## src/hdl/eeq_pkg.sv

```systemverilog
`timescale 1ns / 1ps
// ---------------------------------------------------------------------------
// eeq_pkg
// types, sizes and codes of the earliest-event queue
// ---------------------------------------------------------------------------
package eeq_pkg;

  localparam int QUEUE_DEPTH = 64;
  localparam int MAX_NODES   = 1024;
  localparam int MAX_DAY     = 4095;

  localparam int ADDR_W = $clog2(QUEUE_DEPTH);
  localparam int CNT_W  = $clog2(QUEUE_DEPTH + 1);
  localparam int NODE_W = 10;
  localparam int TIME_W = 12;

  localparam logic [NODE_W-1:0] NODE_MAX = NODE_W'(MAX_NODES - 1);
  localparam logic [TIME_W-1:0] DAY_MAX  = TIME_W'(MAX_DAY);

  // node in the low bits, matching the stream layout
  typedef struct packed {
    logic [TIME_W-1:0] day;
    logic              action;
    logic [NODE_W-1:0] node;
  } entry_t;

  localparam int ENTRY_W = $bits(entry_t);

  localparam int IN_TDATA_W  = ((ENTRY_W + 7) / 8) * 8;
  localparam int OUT_TDATA_W = ((ENTRY_W + CNT_W + 7) / 8) * 8;
  localparam int OUT_PAD_W   = OUT_TDATA_W - ENTRY_W - CNT_W;
  localparam int OUT_TUSER_W = 2;

  localparam logic KIND_INSERT  = 1'b0;
  localparam logic KIND_EXTRACT = 1'b1;

  typedef struct packed {
    logic load;
    logic scan_start;
    logic scan_run;
    logic shift_start;
    logic shift_run;
    logic commit;
  } cmd_t;

  typedef struct packed {
    logic req_extract;
    logic empty;
    logic scan_done;
    logic shift_done;
    logic out_free;
  } status_t;

endpackage

```

## src/hdl/eeq_ram.sv

```systemverilog
`timescale 1ns / 1ps
// ---------------------------------------------------------------------------
// eeq_ram
// generic simple dual-port ram, one write port, one registered read port
// ---------------------------------------------------------------------------
module eeq_ram #(
  parameter int WIDTH = 8,
  parameter int DEPTH = 16
) (
  input  logic                     clk,
  input  logic                     we,
  input  logic [$clog2(DEPTH)-1:0] waddr,
  input  logic [WIDTH-1:0]         wdata,
  input  logic [$clog2(DEPTH)-1:0] raddr,
  output logic [WIDTH-1:0]         rdata
);

  logic [WIDTH-1:0] mem [DEPTH];

  always_ff @(posedge clk) begin
    if (we) begin
      mem[waddr] <= wdata;
    end
    rdata <= mem[raddr];
  end

endmodule

```

## src/hdl/eeq_ctrl.sv

```systemverilog
`timescale 1ns / 1ps
// ---------------------------------------------------------------------------
// eeq_ctrl
// sequencer: accept, scan for the earliest entry, close the gap, report
// ---------------------------------------------------------------------------
module eeq_ctrl (
  input  logic             clk,
  input  logic             rst,
  input  logic             s_tvalid,
  output logic             s_tready,
  input  eeq_pkg::status_t status,
  output eeq_pkg::cmd_t    cmd
);

  typedef enum logic [3:0] {
    ST_IDLE   = 4'b0001,
    ST_SCAN   = 4'b0010,
    ST_SHIFT  = 4'b0100,
    ST_FINISH = 4'b1000
  } state_t;

  state_t state, state_next;

  always_ff @(posedge clk) begin
    if (rst) begin
      state <= ST_IDLE;
    end else begin
      state <= state_next;
    end
  end

  assign s_tready = (state == ST_IDLE);

  always_comb begin
    state_next = state;
    cmd        = '0;
    unique case (state)
      ST_IDLE: begin
        if (s_tvalid) begin
          cmd.load = 1'b1;
          if (status.req_extract && !status.empty) begin
            cmd.scan_start = 1'b1;
            state_next     = ST_SCAN;
          end else begin
            state_next = ST_FINISH;
          end
        end
      end
      ST_SCAN: begin
        if (status.scan_done) begin
          cmd.shift_start = 1'b1;
          state_next      = ST_SHIFT;
        end else begin
          cmd.scan_run = 1'b1;
        end
      end
      ST_SHIFT: begin
        if (status.shift_done) begin
          state_next = ST_FINISH;
        end else begin
          cmd.shift_run = 1'b1;
        end
      end
      ST_FINISH: begin
        if (status.out_free) begin
          cmd.commit = 1'b1;
          state_next = ST_IDLE;
        end
      end
      default: begin
        state_next = ST_IDLE;
      end
    endcase
  end

endmodule

```

## src/hdl/eeq_datapath.sv

```systemverilog
`timescale 1ns / 1ps
// ---------------------------------------------------------------------------
// eeq_datapath
// event store, count, minimum scan, gap closing and result register
// ---------------------------------------------------------------------------
module eeq_datapath (
  input  logic                               clk,
  input  logic                               rst,
  input  logic [eeq_pkg::IN_TDATA_W-1:0]     s_tdata,
  input  logic                               s_tuser,
  input  logic                               m_tready,
  input  eeq_pkg::cmd_t                      cmd,
  output eeq_pkg::status_t                   status,
  output logic                               m_tvalid,
  output logic [eeq_pkg::OUT_TDATA_W-1:0]    m_tdata,
  output logic [eeq_pkg::OUT_TUSER_W-1:0]    m_tuser
);

  eeq_pkg::entry_t item, best, rdata, wdata, in_entry;
  logic item_kind;

  logic [eeq_pkg::CNT_W-1:0]  count, count_next;
  logic [eeq_pkg::CNT_W-1:0]  scan_left, shift_left, src, dest;
  logic [eeq_pkg::ADDR_W-1:0] scan_idx, rd_idx, best_idx, raddr, waddr;
  logic rd_v, first, we, full, empty, got, ovf, ins_ok;

  assign in_entry = eeq_pkg::entry_t'(s_tdata[eeq_pkg::ENTRY_W-1:0]);

  assign full   = (count >= eeq_pkg::CNT_W'(eeq_pkg::QUEUE_DEPTH));
  assign empty  = (count == '0);
  assign ins_ok = (item_kind == eeq_pkg::KIND_INSERT) && !full;
  assign got    = (item_kind == eeq_pkg::KIND_EXTRACT) && !empty;
  assign ovf    = (item_kind == eeq_pkg::KIND_INSERT) && full;
  assign dest   = src - eeq_pkg::CNT_W'(1);

  always_comb begin
    count_next = count;
    if (ins_ok) begin
      count_next = count + eeq_pkg::CNT_W'(1);
    end else if (got) begin
      count_next = count - eeq_pkg::CNT_W'(1);
    end
  end

  assign status.req_extract = (s_tuser == eeq_pkg::KIND_EXTRACT);
  assign status.empty       = empty;
  assign status.scan_done   = (scan_left == '0) && !rd_v;
  assign status.shift_done  = (shift_left == '0) && !rd_v;
  assign status.out_free    = !m_tvalid || m_tready;

  // shift copies entry src into src-1, insert writes at the tail
  assign raddr = cmd.shift_run ? src[eeq_pkg::ADDR_W-1:0] : scan_idx;
  assign we    = (cmd.shift_run && rd_v) || (cmd.commit && ins_ok);
  assign waddr = cmd.shift_run ? rd_idx : count[eeq_pkg::ADDR_W-1:0];
  assign wdata = cmd.shift_run ? rdata : item;

  eeq_ram #(
    .WIDTH (eeq_pkg::ENTRY_W),
    .DEPTH (eeq_pkg::QUEUE_DEPTH)
  ) u_store (
    .clk   (clk),
    .we    (we),
    .waddr (waddr),
    .wdata (wdata),
    .raddr (raddr),
    .rdata (rdata)
  );

  always_ff @(posedge clk) begin
    if (rst) begin
      count      <= '0;
      rd_v       <= 1'b0;
      scan_left  <= '0;
      shift_left <= '0;
      m_tvalid   <= 1'b0;
    end else begin
      if (cmd.commit) begin
        m_tvalid <= 1'b1;
        count    <= count_next;
      end else if (m_tready) begin
        m_tvalid <= 1'b0;
      end
      if (cmd.scan_start) begin
        scan_left <= count;
        rd_v      <= 1'b0;
      end else if (cmd.scan_run) begin
        rd_v <= (scan_left != '0);
        if (scan_left != '0) begin
          scan_left <= scan_left - eeq_pkg::CNT_W'(1);
        end
      end else if (cmd.shift_start) begin
        shift_left <= count - eeq_pkg::CNT_W'(1) - eeq_pkg::CNT_W'(best_idx);
        rd_v       <= 1'b0;
      end else if (cmd.shift_run) begin
        rd_v <= (shift_left != '0);
        if (shift_left != '0) begin
          shift_left <= shift_left - eeq_pkg::CNT_W'(1);
        end
      end
    end
  end

  always_ff @(posedge clk) begin
    if (cmd.load) begin
      item_kind   <= s_tuser;
      item.action <= in_entry.action;
      item.node   <= (in_entry.node > eeq_pkg::NODE_MAX) ? eeq_pkg::NODE_MAX : in_entry.node;
      item.day    <= (in_entry.day > eeq_pkg::DAY_MAX) ? eeq_pkg::DAY_MAX : in_entry.day;
    end
    if (cmd.scan_start) begin
      scan_idx <= eeq_pkg::ADDR_W'(count - eeq_pkg::CNT_W'(1));
      first    <= 1'b1;
    end
    if (cmd.scan_run) begin
      rd_idx   <= scan_idx;
      scan_idx <= scan_idx - eeq_pkg::ADDR_W'(1);
      // newest first, strict less keeps the newest on equal days
      if (rd_v) begin
        first <= 1'b0;
        if (first || (rdata.day < best.day)) begin
          best     <= rdata;
          best_idx <= rd_idx;
        end
      end
    end
    if (cmd.shift_start) begin
      src <= eeq_pkg::CNT_W'(best_idx) + eeq_pkg::CNT_W'(1);
    end
    if (cmd.shift_run) begin
      rd_idx <= dest[eeq_pkg::ADDR_W-1:0];
      src    <= src + eeq_pkg::CNT_W'(1);
    end
    if (cmd.commit) begin
      m_tdata <= {{eeq_pkg::OUT_PAD_W{1'b0}}, count_next, (got ? best : '0)};
      m_tuser <= {ovf, got};
    end
  end

endmodule

```

## src/hdl/earliest_event_queue.sv

```systemverilog
`timescale 1ns / 1ps
// ---------------------------------------------------------------------------
// earliest_event_queue
// event timeline: inserts events, extracts the one with the earliest day
// ---------------------------------------------------------------------------
//
// channel  dir  handshake           tdata (low bit up)               tuser
// s        in   s_tvalid/s_tready   node_id, action_type, event_time kind
// m        out  m_tvalid/m_tready   out_node, out_action, out_time,  got_event,
//                                   occupancy                        overflow
//
// one item at a time; an insert or an empty extract goes from idle straight to finish
// an extract over held entries scans them all for the earliest, then closes the gap
//   it leaves when it is not the newest entry, paced by the one-read-a-cycle
//   port of the store (scan, then gap closing)
// the result register lets the next item in while a result waits
// rst (synchronous) empties the queue; store contents are not cleared
// m_tready low holds the result and delays only the next item's finish
//
module earliest_event_queue (
  input  logic                               clk,
  input  logic                               rst,
  input  logic                               s_tvalid,
  output logic                               s_tready,
  // node_id[9:0], action_type[10], event_time[22:11], zero pad
  input  logic [eeq_pkg::IN_TDATA_W-1:0]     s_tdata,
  // kind
  input  logic                               s_tuser,
  output logic                               m_tvalid,
  input  logic                               m_tready,
  // out_node[9:0], out_action[10], out_time[22:11], occupancy[29:23], zero pad
  output logic [eeq_pkg::OUT_TDATA_W-1:0]    m_tdata,
  // got_event[0], overflow[1]
  output logic [eeq_pkg::OUT_TUSER_W-1:0]    m_tuser
);

  eeq_pkg::cmd_t    cmd;
  eeq_pkg::status_t status;

  // sequencer: idle, scan, shift, finish
  eeq_ctrl u_ctrl (
    .clk      (clk),
    .rst      (rst),
    .s_tvalid (s_tvalid),
    .s_tready (s_tready),
    .status   (status),
    .cmd      (cmd)
  );

  // store, count, minimum search and result register
  eeq_datapath u_datapath (
    .clk      (clk),
    .rst      (rst),
    .s_tdata  (s_tdata),
    .s_tuser  (s_tuser),
    .m_tready (m_tready),
    .cmd      (cmd),
    .status   (status),
    .m_tvalid (m_tvalid),
    .m_tdata  (m_tdata),
    .m_tuser  (m_tuser)
  );

endmodule

```

## config.mk

```make
export PLATFORM = sky130hd
export DESIGN_NAME = earliest_event_queue
export DESIGN_NICKNAME = d
export VERILOG_FILES = /design/src/hdl/eeq_pkg.sv /design/src/hdl/eeq_ram.sv /design/src/hdl/eeq_ctrl.sv /design/src/hdl/eeq_datapath.sv /design/src/hdl/earliest_event_queue.sv
export SDC_FILE = /design/constraint.sdc
export NUM_CORES = 2
export LEC_CHECK = 0
export BUFFER_PORTS_ARGS = -buffer_cell sky130_fd_sc_hd__clkbuf_2
export CAP_MARGIN = 20
export CORE_ASPECT_RATIO = 1.2
export CORE_MARGIN = 2
export CORE_UTILIZATION = 63
export DETAILED_ROUTE_END_ITERATION = 8
export PLACE_DENSITY_LB_ADDON = 0.3
export RECOVER_POWER = 25
export SLEW_MARGIN = 40
export SYNTH_ARGS = -nofsm -noshare
export SYNTH_HDL_FRONTEND = slang
export SYNTH_HIERARCHICAL = 1
export SYNTH_SLANG_ARGS = --single-unit
```

## constraint.sdc

```tcl
create_clock -name clk -period 6.9 [get_ports clk]
set_clock_uncertainty 0.15 [all_clocks]
set_input_delay 0.345 -clock clk [delete_from_list [all_inputs] [get_ports clk]]
set_output_delay 0.345 -clock clk [all_outputs]
set_load 0.02 [all_outputs]
```

Yosys cells after proc, flatten, opt, wreduce, memory -nomap -nowiden --
Memory sizes are Yosys's and may differ from the RTL's. A register that Yosys moved wholly into a read port is not among the register bits. Index checks and enable logic that the tools add are counted.
Storage, ports and cells: memories 1, logic and storage cells 121, register bits 132, input bits 29, RAM bits 1472, output and inout bits 36
Operators by class: add/sub/neg operators 9, bitwise gates (word level) 3, $lt $le $gt $ge 4, reduce and logical (&&, ||, !) cells 32, equal/unequal tests 8, mux-type cells 43
Memory list:
- u_datapath.u_store.mem | words 64, bits a word 23, read ports 1, clocked after memory_dff 1, write ports 1, RTL line eeq_ram.sv:18 | logic [WIDTH-1:0] mem [DEPTH];
Operators with widths (number):
- 7-bit 2-to-1 mux | 10
- 6-bit 2-to-1 mux | 6
- 23-bit 2-to-1 mux | 1
- 7-bit zero test | 3
- 7-bit by 1-bit subtractor with 7-bit output, second input constant | 3
- 4-bit 2-to-1 mux | 5
- 1-bit 2-to-1 mux | 17
- 4-bit case mux with 4 select lines | 1
- 7-bit by 1-bit adder with 7-bit output, second input constant | 2
- 7-bit nonzero test | 2
- 12-bit greater-than comparator, second input constant | 1
- 12-bit less-than comparator | 1
- 2-bit nonzero test | 6
- 6-bit by 1-bit subtractor with 6-bit output, second input constant | 2
- 10-bit greater-than comparator, second input constant | 1
- 1-bit logical AND | 8
- 2-bit inequality test, second input constant | 4
- 4-bit AND reduction | 2
- 6-bit by 1-bit adder with 7-bit output, second input constant | 1
- 7-bit >= comparator, second input constant | 1
- 7-bit by 6-bit subtractor with 7-bit output | 1
- 2-bit 2-to-1 mux | 3
- 4-bit by 1-bit equality test with 1-bit output, second input constant | 1
- 4-bit by 2-bit equality test with 1-bit output, second input constant | 1
- 9 further kinds | 16

Depth between registers and ports, before layout --
word-level depth 9, gate-level depth with buffers 22, depth with buffers taken out 14

Hierarchy --
Netlist, hierarchy kept.
By module, submodules not included:
- eeq_ram | seq. area each 44662.8 um^2, area an instance 56720.6 um^2, cells each 2446, instances 1
- eeq_datapath | seq. area each 3573.4 um^2, area an instance 6361.1 um^2, cells each 563, instances 1
- eeq_ctrl | seq. area each 80.1 um^2, area an instance 311.5 um^2, cells each 37, instances 1

Least setup slack after synthesis --
Ideal clock, no wire load.
kind register to register, start register u_datapath/shift_left[0] in the netlist's numbering, end memory u_datapath/u_store/mem[49][0] in the netlist's numbering (enable), buffers on the path 4, clock period less this slack 5.381 ns, setup time 0.432 ns, cell stages (with the launch flop) 15, data required time 6.318 ns, setup slack 1.519 ns, arrival time 4.799 ns, cells stage by stage dfxtp_1 inv_1 ha_1 or3b_2 or2_2 nor2_1 nor3b_2 and2_1 clkbuf_1 clkbuf_1 buf_1 clkbuf_1 o21ai_0 nand4_1 nor3_1
RTL lines:
- start: declaration | RTL line eeq_datapath.sv:23 | logic [eeq_pkg::CNT_W-1:0] scan_left, shift_left, src, dest;
- start signal: assignment | RTL line eeq_datapath.sv:92 | shift_left <= count - eeq_pkg::CNT_W'(1) - eeq_pkg::CNT_W'(best_idx);
- start signal: assignment | RTL line eeq_datapath.sv:97 | shift_left <= shift_left - eeq_pkg::CNT_W'(1);
- end: declaration | RTL line eeq_ram.sv:18

==> impl_metrics.env <==
export IMPL_status="finished, violations left"
export IMPL_failed_checks="capacitance limit, slew limit"
export IMPL_drc=0
export IMPL_clk_pin_slew_worst_paths_ns=0.06
export IMPL_ys_seq_area_share_pct=76.2
export IMPL_place_ws_ns=1.41
export IMPL_layout_drive_gt1_share_pct=25.5
export IMPL_cts_tree="done"
export IMPL_io_pin_count=65
export IMPL_num_rows=127
export IMPL_routedWlPerCell_um=32.7
export IMPL_ys_types=74
export IMPL_post_cts_setup_buffers=0
export IMPL_async_reset_ff_share_pct=0
export IMPL_routed_wirelength_um=152000
export IMPL_dpl_cell_area_um2=66000
export IMPL_antenna_found_initial=4
export IMPL_hold_start="rst"
export IMPL_tns_ns=0
export IMPL_drt_iter0_drc=4138
export IMPL_cts_resized_gates=0
export IMPL_power_density_nw_per_um2=285
export IMPL_placed_cells=4344
export IMPL_rrSetupSlack_ns=1.32
export IMPL_holdPathStages=2
export IMPL_avgSynthCellArea_um2=20.8
export IMPL_slew_limit_headroom_pct=-59.7
export IMPL_die_y_um=351
export IMPL_fin_total_pwr_mw=20.3
export IMPL_fp_dieArea_um2=103000
export IMPL_worstSetupEndpointType="register"
export IMPL_min_period_over_period_pct=80.9
export IMPL_clock_latency_ns=0.76
export IMPL_synth_edf_count=1575
export IMPL_overflow=0
export IMPL_fin_nets=3286
export IMPL_holdCritPathClass="input port to register"
export IMPL_setup_viol=0
export IMPL_max_stage_delay_ns=1.34
export IMPL_reg2reg_depth=13
export IMPL_crit_chain="inv_1 -> ha_1 -> or3b_2 -> or2_2 -> nor2_1 -> nor3b_1 -> and2_2 -> mux2_1 -> buf_4 -> nor2_1 -> a22oi_1 -> and3_1 -> a221oi_1"
export IMPL_path_class="register to register"
export IMPL_mostFrequentLayoutCells="edfxtp_1 (1575), mux4_2 (368), clkbuf_16 (152)"
export IMPL_crit_slowest_cell="mux2_1"
export IMPL_layout_cells_non_filler=4642
export IMPL_slew_violations=594
export IMPL_grt_pass1_vias=32500
export IMPL_rsz0062_at_grt="false"
export IMPL_critPathLaunchType="register"
export IMPL_design_area_um2=71000
export IMPL_rr_endpoint="u_datapath/u_store/rdata[3]"
export IMPL_syn_area_um2=63400
export IMPL_clock_path_buffers=3
export IMPL_hold_buffers=26
export IMPL_area_growth_pct=12.0
export IMPL_initial_core_util_pct=63.5
export IMPL_cp_common_cell="nor2_1"
export IMPL_grt_max_degree=77
export IMPL_crit_path_max_fanout=42
export IMPL_drt_pass1_iterations=6
export IMPL_synthFlopType="edfxtp_1"
export IMPL_synth_seq_cells=1626
export IMPL_synthTopCellsByArea="edfxtp_1 (75%), mux4_2 (13%), dfxtp_1 (1.6%)"
export IMPL_clkSinkCount=1626
export IMPL_worstPathRequired_ns=7.35
export IMPL_place_congestion=0.864
export IMPL_vias=31700
export IMPL_p_leak_nw=22.7
export IMPL_fin_ws_ns=1.32
export IMPL_maxCapViolations=11
export IMPL_grtUsageTotal_pct=30.0
export IMPL_fin_crit_ns=5.58
export IMPL_root_buffer="clkbuf_16"
export IMPL_synth_top_area_share_pct=74.6
export IMPL_cp_data_arrival_time_ns=6.03
export IMPL_grt_pass1_wl_um=220000
export IMPL_vdd_drop_max_mv=0.187
export IMPL_min_to="u_datapath/count[1]"
export IMPL_yosysTopAreaCell="edfxtp_1"
export IMPL_synth_warnings=6
export IMPL_coreArea_um2=99800
export IMPL_drtAntennaViolNets=0
export IMPL_worstReg2RegStart="u_datapath/shift_left[0]"
export IMPL_dpl_hpwl_um=84600
export IMPL_die_w_um=294
export IMPL_cts_buffers=148
export IMPL_fmax_mhz=179
export IMPL_port_buffers=61
export IMPL_via_per_inst=6.84
export IMPL_startpoint="u_datapath/shift_left[0]"
export IMPL_final_hold_violation_count=0
export IMPL_worst_slew_pin_slew_ns=2.40
export IMPL_final_common_cell="edfxtp_1"
export IMPL_cts_max_level=4
export IMPL_synthCells=3046
-- state kept, by name, indices dropped and copies added (netlist names), 2 cells and up --
| name | flops |
|---|---|
| u_datapath/best | 23 |
| u_datapath/u_store/mem | 1472 |
| u_datapath/src | 6 |
| u_datapath/shift_left | 7 |
| u_datapath/scan_idx | 6 |
| u_datapath/m_tdata | 30 |
| u_datapath/rd_idx | 6 |
| u_datapath/scan_left | 7 |
| u_datapath/count | 7 |
| u_ctrl/state | 4 |
| u_datapath/best_idx | 6 |
| u_datapath/m_tuser | 2 |
| u_datapath/item | 23 |
| u_datapath/u_store/rdata | 23 |
-- cell usage after synthesis (32+ instances only) --
master	count
a21oi_1	51
a22oi_1	50
buf_4	45
clkbuf_1	106
dfxtp_1	51
edfxtp_1	1575
inv_1	41
mux2_2	44
mux2i_1	80
mux4_2	368
nand2_1	53
nand3_1	32
nor2_1	133
o21ai_0	51
-- layer usage --
metal	share of wire [%]	up-vias	track usage, %
li1	-	13000	-
met1	34	16300	38.2
met2	51	2093	50.9
met3	11	356	6.08
met4	4.3	2	12.8
met5	0.0099	-	0
-- where the power goes --
part	switching [mW]	internal [mW]	leakage (nW)
sequential	0.0445	11.2	14.6
clock	3.56	4.72	2.39
combinational	0.627	0.155	5.74
-- through the flow --
stage | hold slack (ns) | utilization (%)
final | 0.0531 | 71.2
after global placement | 0.263 | 65.8
after floorplan | 0.253 | -
after CTS | 0.0102 | 71.3
after detailed placement | 0.275 | 66.1
after global routing | 0.0892 | 71.2
-- how the worst max path moves through the flow --
stage	to	depth (start not counted)	slack (ns)
after floorplan	u_datapath/u_store/mem[49][0]	14	1.52
after global placement	u_datapath/u_store/rdata[18]	14	1.51
after detailed placement	u_datapath/u_store/rdata[12]	15	1.41
after CTS	u_datapath/u_store/rdata[18]	14	1.35
after global routing	u_datapath/u_store/rdata[21]	15	1.13
final	u_datapath/u_store/rdata[3]	13	1.32
-- worst max-delay path: cells and delay by family (launching register included) --
family	cells	cell delay, ns
mux	1	1.34
compound gates	2	0.47
flops	1	0.34
fa+ha+maj	1	0.18
buf+inv	2	0.75
simple gates	7	2.12
-- area by class of cell --
class / count / area, um2
Antenna cell: 1 / 2.50
Clock buffer: 182 / 3980
Clock inverter: 88 / 902
Fill cell: 5575 / 28800
Inverter: 42 / 158
Multi-Input combinational cell: 1192 / 14200
Sequential cell: 1626 / 48300
Tap cell: 1290 / 1610
Timing Repair Buffer: 221 / 1850
-- cell families (layout without fill, tap and decap cells) --
kind of cell / after synthesis / in the layout / share of synthesized area [%]
xor gates and xnor gates: 27 / 27 / 0.373
muxes: 492 / 492 / 15.1
other: 1 / 3 / 0.00592
AOI/OAI and AO/OA: 303 / 303 / 3.35
buffers and inverters: 229 / 533 / 1.75
DFF: 1626 / 1626 / 76.2
adders and majority gates: 26 / 26 / 0.525
and+or+nand+nor: 342 / 342 / 2.66
No activity file was read; power rests on OpenSTA's default activity.
